--- src/rtl/core/see_pkg.sv ---
// see_pkg: shared types, character constants and encode functions for the
// string escape encoder. No dependencies; imported by every see_* module.
package see_pkg;

  // ASCII characters used by the escaped form
  localparam logic [7:0] CH_BSLASH = 8'h5C;
  localparam logic [7:0] CH_DQUOTE = 8'h22;
  localparam logic [7:0] CH_X      = 8'h78;
  localparam logic [7:0] CH_ZERO   = 8'h30;
  localparam logic [7:0] CH_LOWA   = 8'h61;
  localparam logic [7:0] CH_SPACE  = 8'h20;
  localparam logic [7:0] CH_TILDE  = 8'h7E;
  localparam logic [7:0] CH_BEL    = 8'h07;
  localparam logic [7:0] CH_CR     = 8'h0D;

  // Step position within one escape run
  localparam logic [1:0] STEP_FIRST = 2'd0;
  localparam logic [1:0] STEP_SECOND = 2'd1;
  localparam logic [1:0] STEP_THIRD = 2'd2;

  // Classification of one raw byte
  typedef enum logic [1:0] {
    KIND_PLAIN = 2'd0,  // printable, passed through
    KIND_CTRL  = 2'd1,  // \a .. \r letter escape
    KIND_PAIR  = 2'd2,  // backslash or double quote, escaped with backslash
    KIND_HEX   = 2'd3   // \xHH
  } kind_t;

  // One classified byte as held in the queue
  typedef struct packed {
    kind_t      kind;
    logic [7:0] raw;
  } entry_t;

  // Queue status seen by the front and back
  typedef struct packed {
    logic full;
    logic nempty;
  } q_status_t;

  // One output character with its end-of-run mark
  typedef struct packed {
    logic [7:0] ch;
    logic       last;
  } char_t;

  function automatic kind_t classify(input logic [7:0] b);
    kind_t k;
    if (b >= CH_BEL && b <= CH_CR)
      k = KIND_CTRL;
    else if (b == CH_BSLASH || b == CH_DQUOTE)
      k = KIND_PAIR;
    else if (b >= CH_SPACE && b <= CH_TILDE)
      k = KIND_PLAIN;
    else
      k = KIND_HEX;
    return k;
  endfunction

  // Letter for the control escapes 0x07..0x0D
  function automatic logic [7:0] ctrl_letter(input logic [7:0] b);
    logic [7:0] c;
    unique case (b[3:0])
      4'h7:    c = 8'h61;  // a
      4'h8:    c = 8'h62;  // b
      4'h9:    c = 8'h74;  // t
      4'hA:    c = 8'h6E;  // n
      4'hB:    c = 8'h76;  // v
      4'hC:    c = 8'h66;  // f
      4'hD:    c = 8'h72;  // r
      default: c = CH_BSLASH;
    endcase
    return c;
  endfunction

  // Lower-case hex digit for one nibble
  function automatic logic [7:0] hex_digit(input logic [3:0] n);
    logic [7:0] c;
    if (n < 4'd10)
      c = CH_ZERO + {4'd0, n};
    else
      c = CH_LOWA + {4'd0, n - 4'd10};
    return c;
  endfunction

  // Character at a given step of the run for one entry
  function automatic char_t encode(input entry_t e, input logic [1:0] step);
    char_t r;
    r.ch   = CH_BSLASH;
    r.last = 1'b0;
    unique case (e.kind)
      KIND_PLAIN: begin
        r.ch   = e.raw;
        r.last = 1'b1;
      end
      KIND_CTRL: begin
        if (step != STEP_FIRST) begin
          r.ch   = ctrl_letter(e.raw);
          r.last = 1'b1;
        end
      end
      KIND_PAIR: begin
        if (step != STEP_FIRST) begin
          r.ch   = e.raw;
          r.last = 1'b1;
        end
      end
      KIND_HEX: begin
        case (step)
          STEP_FIRST:  r.ch = CH_BSLASH;
          STEP_SECOND: r.ch = CH_X;
          STEP_THIRD:  r.ch = hex_digit(e.raw[7:4]);
          default: begin
            r.ch   = hex_digit(e.raw[3:0]);
            r.last = 1'b1;
          end
        endcase
      end
      default: r.ch = CH_BSLASH;
    endcase
    return r;
  endfunction

endpackage

--- src/rtl/core/see_front.sv ---
// see_front: input stage; registers each raw byte together with its class
// and hands it to the queue. Depends on see_pkg.
module see_front import see_pkg::*; (
  input  logic       clk,
  input  logic       rst_n,
  input  logic       push,
  output logic       full,
  input  logic [7:0] in_byte,
  input  q_status_t  q_stat,
  output logic       q_wr,
  output entry_t     q_wdata
);

  logic   valid_r, valid_nxt;
  entry_t entry_r, entry_nxt;
  logic   take;

  // Hold register drains into the queue whenever the queue has room
  assign q_wr    = valid_r & ~q_stat.full;
  assign q_wdata = entry_r;
  assign full    = valid_r & q_stat.full;
  assign take    = push & ~full;

  always_comb begin
    valid_nxt = valid_r;
    entry_nxt = entry_r;
    if (take) begin
      valid_nxt      = 1'b1;
      entry_nxt.kind = classify(in_byte);
      entry_nxt.raw  = in_byte;
    end else if (q_wr) begin
      valid_nxt = 1'b0;
    end
  end

  always_ff @(posedge clk) begin
    if (!rst_n) begin
      valid_r <= 1'b0;
    end else begin
      valid_r <= valid_nxt;
    end
  end

  // Payload, no reset needed
  always_ff @(posedge clk) begin
    entry_r <= entry_nxt;
  end

endmodule

--- src/rtl/core/see_queue.sv ---
// see_queue: short register queue of classified bytes between the front
// and the back. Depends on see_pkg.
module see_queue import see_pkg::*; #(
  parameter int DEPTH = 4
) (
  input  logic      clk,
  input  logic      rst_n,
  input  logic      wr,
  input  entry_t    wdata,
  input  logic      rd,
  output entry_t    rdata,
  output q_status_t stat
);

  localparam int PW = (DEPTH > 1) ? $clog2(DEPTH) : 1;
  localparam int CW = $clog2(DEPTH + 1);
  localparam logic [PW-1:0] LAST_PTR = PW'(DEPTH - 1);
  localparam logic [CW-1:0] FULL_CNT = CW'(DEPTH);

  entry_t          mem_r [DEPTH];
  logic [PW-1:0]   wptr_r, wptr_nxt;
  logic [PW-1:0]   rptr_r, rptr_nxt;
  logic [CW-1:0]   cnt_r, cnt_nxt;
  logic            do_wr, do_rd;

  assign stat.full   = (cnt_r == FULL_CNT);
  assign stat.nempty = (cnt_r != '0);
  assign do_wr       = wr & ~stat.full;
  assign do_rd       = rd & stat.nempty;
  assign rdata       = mem_r[rptr_r];

  // Pointer and count update
  always_comb begin
    wptr_nxt = wptr_r;
    rptr_nxt = rptr_r;
    cnt_nxt  = cnt_r;
    if (do_wr)
      wptr_nxt = (wptr_r == LAST_PTR) ? '0 : wptr_r + 1'b1;
    if (do_rd)
      rptr_nxt = (rptr_r == LAST_PTR) ? '0 : rptr_r + 1'b1;
    if (do_wr && !do_rd)
      cnt_nxt = cnt_r + 1'b1;
    else if (do_rd && !do_wr)
      cnt_nxt = cnt_r - 1'b1;
  end

  always_ff @(posedge clk) begin
    if (!rst_n) begin
      wptr_r <= '0;
      rptr_r <= '0;
      cnt_r  <= '0;
    end else begin
      wptr_r <= wptr_nxt;
      rptr_r <= rptr_nxt;
      cnt_r  <= cnt_nxt;
    end
  end

  // Entry storage
  always_ff @(posedge clk) begin
    if (do_wr)
      mem_r[wptr_r] <= wdata;
  end

  // Checks
  a_cnt_range: assert property (@(posedge clk) disable iff (!rst_n)
    cnt_r <= FULL_CNT)
    else $error("queue count above depth");

  a_ptr_gap: assert property (@(posedge clk) disable iff (!rst_n)
    (cnt_r == '0 || cnt_r == FULL_CNT) |-> (wptr_r == rptr_r))
    else $error("queue pointers disagree with count");

  a_cnt_step: assert property (@(posedge clk) disable iff (!rst_n)
    (do_wr && !do_rd) |=> (cnt_r == $past(cnt_r) + 1'b1))
    else $error("queue count did not follow a write");

endmodule

--- src/rtl/core/see_back.sv ---
// see_back: takes classified bytes from the queue and steps through their
// escaped characters into the output register. Depends on see_pkg.
module see_back import see_pkg::*; (
  input  logic       clk,
  input  logic       rst_n,
  input  q_status_t  q_stat,
  input  entry_t     q_rdata,
  output logic       q_rd,
  output logic       empty,
  input  logic       pop,
  output logic [7:0] out_char,
  output logic       out_run_last
);

  logic       act_r, act_nxt;
  entry_t     entry_r, entry_nxt;
  logic [1:0] step_r, step_nxt;
  logic       ov_r, ov_nxt;
  char_t      oreg_r, oreg_nxt;
  char_t      cur;
  logic       out_pop, out_free, adv, take;

  // Output register handshake
  assign out_pop      = pop & ov_r;
  assign out_free     = ~ov_r | out_pop;
  assign empty        = ~ov_r;
  assign out_char     = oreg_r.ch;
  assign out_run_last = oreg_r.last;

  // Character for the current step, one per cycle into the output register while it is free
  assign cur  = encode(entry_r, step_r);
  assign adv  = act_r & out_free;
  assign take = (~act_r | (adv & cur.last)) & q_stat.nempty;
  assign q_rd = take;

  always_comb begin
    act_nxt   = act_r;
    entry_nxt = entry_r;
    step_nxt  = step_r;
    ov_nxt    = ov_r;
    oreg_nxt  = oreg_r;
    if (take) begin
      act_nxt   = 1'b1;
      entry_nxt = q_rdata;
      step_nxt  = STEP_FIRST;
    end else if (adv) begin
      if (cur.last)
        act_nxt = 1'b0;
      else
        step_nxt = step_r + 1'b1;
    end
    if (adv) begin
      ov_nxt   = 1'b1;
      oreg_nxt = cur;
    end else if (out_pop) begin
      ov_nxt = 1'b0;
    end
  end

  always_ff @(posedge clk) begin
    if (!rst_n) begin
      act_r <= 1'b0;
      ov_r  <= 1'b0;
    end else begin
      act_r <= act_nxt;
      ov_r  <= ov_nxt;
    end
  end

  // Payload registers
  always_ff @(posedge clk) begin
    entry_r <= entry_nxt;
    step_r  <= step_nxt;
    oreg_r  <= oreg_nxt;
  end

  // Checks
  a_short_runs: assert property (@(posedge clk) disable iff (!rst_n)
    (act_r && entry_r.kind != KIND_HEX) |-> (step_r == STEP_FIRST || step_r == STEP_SECOND))
    else $error("step past end of a short run");

  a_plain_one: assert property (@(posedge clk) disable iff (!rst_n)
    (act_r && entry_r.kind == KIND_PLAIN) |-> (step_r == STEP_FIRST))
    else $error("plain byte given more than one character");

  a_hold_out: assert property (@(posedge clk) disable iff (!rst_n)
    (ov_r && !pop) |=> (ov_r && oreg_r == $past(oreg_r)))
    else $error("waiting output character changed");

endmodule

--- src/rtl/core/string_escape_encoder.sv ---
// string_escape_encoder: top level; front stage, classified-byte queue and
// back sequencer. Depends on see_pkg, see_front, see_queue, see_back.
//
//   channel | ports                          | handshake
//   --------+--------------------------------+------------------------------
//   input   | in_byte[7:0]                   | push / full, taken on push & !full
//   result  | out_char[7:0], out_run_last    | empty / pop, taken on pop & !empty
//
// One output character leaves per cycle while pop drains the result
// port; a byte gives 1, 2 or 4 characters (plain, letter/pair escape,
// hex escape) via the back's step counter and single output register.
// A byte's first character passes front hold, queue, back entry and output registers.
// Reset clears the valid flags and queue pointers; no clearing pass.
// A stalled result port fills the queue, then full rises; input keeps
// flowing while results wait, up to QUEUE_DEPTH + 3 bytes in flight.
module string_escape_encoder import see_pkg::*; #(
  parameter int QUEUE_DEPTH = 4
) (
  input  logic       clk,
  input  logic       rst_n,
  input  logic       push,
  output logic       full,
  input  logic [7:0] in_byte,
  output logic       empty,
  input  logic       pop,
  output logic [7:0] out_char,
  output logic       out_run_last
);

  q_status_t q_stat;
  logic      q_wr, q_rd;
  entry_t    q_wdata, q_rdata;

  // Accept and classify
  see_front u_front (
    .clk     (clk),
    .rst_n   (rst_n),
    .push    (push),
    .full    (full),
    .in_byte (in_byte),
    .q_stat  (q_stat),
    .q_wr    (q_wr),
    .q_wdata (q_wdata)
  );

  // Decoupling queue
  see_queue #(
    .DEPTH (QUEUE_DEPTH)
  ) u_queue (
    .clk   (clk),
    .rst_n (rst_n),
    .wr    (q_wr),
    .wdata (q_wdata),
    .rd    (q_rd),
    .rdata (q_rdata),
    .stat  (q_stat)
  );

  // Emit escaped characters
  see_back u_back (
    .clk          (clk),
    .rst_n        (rst_n),
    .q_stat       (q_stat),
    .q_rdata      (q_rdata),
    .q_rd         (q_rd),
    .empty        (empty),
    .pop          (pop),
    .out_char     (out_char),
    .out_run_last (out_run_last)
  );

endmodule

--- config.mk ---
export PLATFORM = sky130hd
export DESIGN_NAME = string_escape_encoder
export DESIGN_NICKNAME = d
export VERILOG_FILES = /design/src/rtl/core/see_pkg.sv /design/src/rtl/core/see_front.sv /design/src/rtl/core/see_queue.sv /design/src/rtl/core/see_back.sv /design/src/rtl/core/string_escape_encoder.sv
export SDC_FILE = /design/constraint.sdc
export NUM_CORES = 1
export LEC_CHECK = 0
export ABC_AREA = 1
export BUFFER_PORTS_ARGS = -buffer_cell sky130_fd_sc_hd__buf_4
export CAP_MARGIN = 0
export CORE_ASPECT_RATIO = 0.5
export CORE_MARGIN = 4
export CORE_UTILIZATION = 55
export CTS_CLUSTER_SIZE = 40
export DETAILED_ROUTE_END_ITERATION = 6
export PLACE_DENSITY = 0.77
export SKIP_CTS_REPAIR_TIMING = 1
export SLEW_MARGIN = 20
export SYNTH_ARGS = -nofsm -noshare
export SYNTH_HDL_FRONTEND = slang
export SYNTH_SLANG_ARGS = --single-unit
--- constraint.sdc ---
create_clock -name clk -period 2.8 [get_ports clk]
set_clock_uncertainty 0.1 [all_clocks]
set_input_delay 0.28 -clock clk [delete_from_list [all_inputs] [get_ports clk]]
set_output_delay 0.28 -clock clk [all_outputs]
set_load 0.1 [all_outputs]
== Word level (Yosys, flattened, before mapping) ==
Memory sizes are Yosys's and may differ from the RTL's. A register that Yosys moved wholly into a read port is not among the register bits.
Cells that the tools add are included.
Word-level totals
  logic and storage cells: 104
  bits in writable memories: 40
  input port bits: 12
  memories kept: 1
  register bits: 31
  output and inout bits: 11
Memories
  u_queue.mem_r: depth 4, width 10, read ports 1, clocked after Yosys merged registers in 1, wr ports 1, line see_queue.sv:20  | entry_t mem_r [DEPTH];
Operators by class
  add/subtract/negate cells: 11
  order comparisons: 6
  equality and inequality tests: 17
  bitwise operators: 16
  reductions and logical operators: 19
  multiplexer cells: 23
Operator list (count)
  case mux 6 bit (7 select lines): 1
  case mux 9 bit (4 select lines): 1
  equality test 4 bit (second input constant): 6
  case mux 8 bit (3 select lines): 1
  2-to-1 mux 9 bit: 2
  adder 7 x 4 -> 8 bit (first input constant): 2
  2-to-1 mux 8 bit: 2
  adder 6 x 4 -> 7 bit (first input constant): 2
  nonzero test 2 bit: 6
  equality test 2 bit (second input constant): 5
  2-to-1 mux 1 bit: 10
  bitwise AND 1 bit: 9
  equality test 8 x 6 -> 1 bit (second input constant): 1
  equality test 8 x 7 -> 1 bit (second input constant): 1
  >= comparator 8 x 3 -> 1 bit (second input constant): 1
  >= comparator 8 x 6 -> 1 bit (second input constant): 1
  less-or-equal comparator 8 x 4 -> 1 bit (second input constant): 1
  less-or-equal comparator 8 x 7 -> 1 bit (second input constant): 1
  less-than comparator 4 bit (second input constant): 2
  2-to-1 mux 2 bit: 4
  subtractor 4 bit (second input constant): 2
  adder 2 x 1 -> 2 bit (second input constant): 3
  2-to-1 mux 3 bit: 2
  inverter 1 bit: 5
  13 further kinds: 21

== Longest topological paths before layout ==
  depth in word-level cells: 12
  depth in mapped cells: 14
  gate-level depth less buffers: 13

== Modules after synthesis ==
From an unflattened synthesis, not the netlist that was laid out.
Second synthesis, totals
  cells, all modules: 429
  area, all modules: 4097.7 µm²
Modules (own cells, without submodules)
  see_queue: cells an instance 168, instances 1, sequential area each 1381.3 µm², area each 2000.7 µm²
  see_back: cells an instance 207, instances 1, sequential area each 650.6 µm², area each 1602.8 µm²
  see_front: cells an instance 54, instances 1, sequential area each 320.3 µm², area each 494.2 µm²

== Worst setup path after synthesis ==
OpenSTA, ideal clock, no wires.
  kind: register to register
  from: reg u_queue.cnt_r[0]
  to: reg u_front.entry_r, in the netlist u_front.q_wdata[0] (enable)
  arrival: 2.204 ns
  data required time: 2.417 ns
  stages on the path, launching flop included: 7
  setup slack: 0.212 ns
  setup time: 0.283 ns
  cell sequence: dfxtp_1 -> nor2_1 -> nand2_1 -> nor2_1 -> inv_1 -> nand2_1 -> inv_1
On the way
  cells in the longest elaborated chain, start to end: 4
RTL lines
  start: declaration: line see_queue.sv:23  | logic [CW-1:0] cnt_r, cnt_nxt;
  start signal: assignment: line see_queue.sv:55  | cnt_r <= cnt_nxt;
  equality test 3 bit: line see_queue.sv:26  | assign stat.full = (cnt_r == FULL_CNT);
  bitwise AND 1 bit: line see_front.sv:21  | assign full = valid_r & q_stat.full;
  via full: line string_escape_encoder.sv:22  | output logic full,
  inverter 1 bit: line see_front.sv:22  | assign take = push & ~full;
  bitwise AND 1 bit: line see_front.sv:22
  via u_front.take: line see_front.sv:16  | logic take;
  end signal: assignment: line see_front.sv:46  | entry_r <= entry_nxt;
  end: declaration: line see_front.sv:15  | entry_t entry_r, entry_nxt;
The timed path passes the listed nets, and every way through them passes these cells.
A chain may end at the register's enable or synchronous reset.

== Worst setup path after layout ==
  from: reg u_back.step_r[0]
  to: reg u_queue.cnt_r[2]
On the way
  cells in the longest elaborated chain, start to end: 11
  elaborated cells on any way between the ends: 18
RTL lines
  start: declaration: line see_back.sv:17  | logic [1:0] step_r, step_nxt;
  start signal: assignment: line see_back.sv:73  | step_r <= step_nxt;
  equality test 2 x 1 -> 1 bit, or another cell as far along: line see_pkg.sv:109  | case (step)
  OR reduction 3 bit (no line)
  2-to-1 mux 1 bit: line see_pkg.sv:109
  case mux 9 bit (4 select lines) *: line see_pkg.sv:91  | unique case (e.kind)
  bitwise AND 1 bit *: line see_back.sv:33  | assign take = (~act_r | (adv & cur.last)) & q_stat.nempty;
  bitwise OR 1 bit *: line see_back.sv:33
  bitwise AND 1 bit *: line see_back.sv:33
  bitwise AND 1 bit *: line see_queue.sv:29  | assign do_rd = rd & stat.nempty;
  logical NOT 1 bit: line see_queue.sv:41  | if (do_wr && !do_rd)
  logical AND 1 bit: line see_queue.sv:41
  2-to-1 mux 3 bit or nonzero test 2 bit (tied branches)
Mark *: on every way between the ends. The rest lies on a longest branch, timed or not.

==> metrics.md <==
| Metric | Value |
|---|---|
| Clk root buf | clkbuf_16 |
| Gr usage total | 20.37% |
| Die X | 127.7 um |
| Die area | 8669 um2 |
| Cell leakage power | 1.869 nW |
| Final cell count without fillers | 527 |
| Die Ht | 67.87 um |
| Post-DRT Antenna Nets | 0 |
| Inst Count DP | 511 |
| Mean Syn Cell Area | 9.856 um2 |
| Synth Instances | 400 |
| Unrepaired setup endpoints after global routing | no |
| Largest area contributor in the netlist | edfxtp_1 |
| Final hold vios | 0 |
| Status | finished clean |
| Vias per std cell | 5.446 |
| Hold Crit Class | input port to flip-flop |
| Final worst-path cycle share | 91.37% |
| Max incr delay on CP | 460 ps |
| Sequential area share after synthesis | 58.65% |
| RD Place Congestion | 0.8971 |
| Proportion of layout cells with a drive suffix above 1 | 12.87% |
| Worst Tran Pin Value | 557.0 ps |
| Slew HR | 62.82% |
| H-tree levels | 3 |
| Netlist Area Pre-Place | 3943 um2 |
| Max frequency | 390.9 MHz |
| Via count | 2870 |
| Cts bufs inserted | 9 |
| Clk slew on worst S/H paths | 60 ps |
| PD cells | 1161 nW/um2 |
| Crit-path cells | inv_1, ha_4, nand3_2, o211ai_2, nand2_4, nand2_4, ha_1, inv_1, fa_1, a21oi_1, o21ai_0, o21ai_1, a21oi_1 |
| Pins over their slew limit | 0 |
| VDD IR max | 0.0004305 V |
| CP arrival | 2680 ps |
| Post-synthesis cell type count | 32 |
| CP max FO | 8 |
| Setup crit start kind | flip-flop |
| CTS tree | done |
| Grt total ovfl | 0 |
| Area Overhead vs Synth | 14.92% |
| Main area contributors after synthesis | edfxtp_1 (53%), ha_1 (6.3%), dfxtp_1 (6.1%) |
| Synth Warn # | 0 |
| Most frequent cells in the layout | edfxtp_1 (69), inv_1 (56), nand2_1 (55) |
| Core outline area | 6805 um2 |
| Diodes inserted | 0 |
| Ports | 23 |
| Number of global-route vias before repair | 2799 |
| Final WL | 8044 um |
| Drt wl/cell | 15.26 um |
| Site row count | 21 |
| Slowest-stage cell, CP | fa_1 |
| Max-cap viol count | 0 |
| Iter 0 DRT Violations | 377 |
| Critical path class | flip-flop to flip-flop |
| Fin nets | 463 |
| CTS Buffer Depth | 2 |
| Drt drc | 0 |
| Hpwl dp | 5678 um |
| Starting Density | 57.93% |
| WP data required | 2920 ps |
| Count of final setup violators | 0 |
| Yosys top cell area share | 52.55% |
| Fin crit period | 2558 ps |
| Post-synthesis register bit count | 81 |
| First-pass GRT wire length | 13300 um |
| Total iterations of the first detailed-routing run | 4 |
| Largest net degree at the start of global routing | 24 |
| Setup Total Neg Slack | 0 ps |
| PortBufs | 22 |
| Initial antenna violation count | 0 |
| Critical Path End Type | flip-flop |
| Syn_nets | 433 |
| Skew-Pair Late Insertion Delay | 330 ps |
| CTS sink cnt | 81 |
| Most common cell after layout, fill and taps aside | edfxtp_1 |
## metrics by stage
| step | power, mW | area [um2] | hold WS, ps | utilization, % | worst slack (ps) |
|---|---|---|---|---|---|
| after floorplan | 3.549 | 3943 | 278.9 | - | 212.1 |
| after global placement | 3.942 | 4224 | 361.3 | 62.07 | 371.5 |
| after detailed placement | 4.069 | 4224 | 380.2 | 62.07 | 226.2 |
| after CTS | 5.243 | 4518 | 35.76 | 66.39 | 71.24 |
| after global routing | 5.585 | 4531 | 28.90 | 66.57 | 12.65 |
| final | 5.261 | 4531 | 45.94 | 66.57 | 241.7 |
## state kept, by name, indices dropped and copies added, names as in the netlist
register / cells
u_back.ov_r: 1
u_front.q_wdata: 10
u_queue.mem_r: 40
u_queue.wptr_r: 2
u_back.act_r: 1
u_back.step_r: 2
u_queue.rptr_r: 2
u_back.out_char: 8
u_queue.cnt_r: 3
u_back.out_run_last: 1
u_back.entry_r: 10
u_front.valid_r: 1
## worst max-delay path: cells and delay by family (launching register included)
| kind | cells | cell delay (ps) |
|---|---|---|
| flops | 1 | 370 |
| simple gates | 3 | 290 |
| fa+ha+maj | 3 | 810 |
| buf+inv | 2 | 230 |
| compound gates | 5 | 630 |
## cell usage after synthesis (all sizes together)
master and number:
a211oi 1, a21oi 20, buf 4, clkbuf 5, dfxtp 12, edfxtp 69, fa 1, ha 20
inv 59, nand2 57, nand3 32, nand3b 1, nand4 5, nor2 56, nor3 6, o211ai 2
o21a 1, o21ai 33, o21bai 1, o22ai 11, o31ai 1, or2 1, xor2 2
## final timing paths
| kind | slack (ps) | endpoint | cells past startpoint | startpoint |
|---|---|---|---|---|
| setup / recovery | 240 | u_queue.cnt_r[2]$_SDFFE_PN0P_ | 13 | u_back.step_r[0]$_SDFFE_PP0P_ |
| hold / removal | 50 | u_front.q_wdata[4]$_DFFE_PP_ | 1 | in_byte[4] |
| setup reg to reg | 240 | u_queue.cnt_r[2]$_SDFFE_PN0P_ | 13 | u_back.step_r[0]$_SDFFE_PP0P_ |
| hold reg to reg | 400 | u_queue.mem_r[3][6]$_DFFE_PP_ | 0 | u_front.q_wdata[6]$_DFFE_PP_ |
## metal layers
layer / up-vias / track usage [%] / wire [um]
li1: 1418 / - / -
met3: 12 / 7.405 / 589
met4: 0 / 6.217 / 116
met2: 105 / 35.16 / 3834
met1: 1335 / 24.48 / 3503
met5: - / 0 / 0
## area by class of cell
class                           instances  area (um2)
Tap cell                               92       115.1
Inverter                               59       221.5
Multi-Input combinational cell        251        1378
Fill cell                             494        2275
Clock buffer                           10       229.0
Clock inverter                          6       65.06
Sequential cell                        81        2312
Timing Repair Buffer                   28       210.2
## where the power goes
part	switching, mW	internal, mW
logic	1.58	0.631
clock network	0.455	0.693
registers	0.242	1.66
## logic make-up after synthesis
logic type	share of synthesized area (%)
xor gates and xnor gates	0.4444
buffers and inverters	6.727
DFF	58.65
adders and majority gates	6.855
and+or+nand+nor	17.49
AOI/OAI and AO/OA	9.839
(Power assumes the default switching activity.)
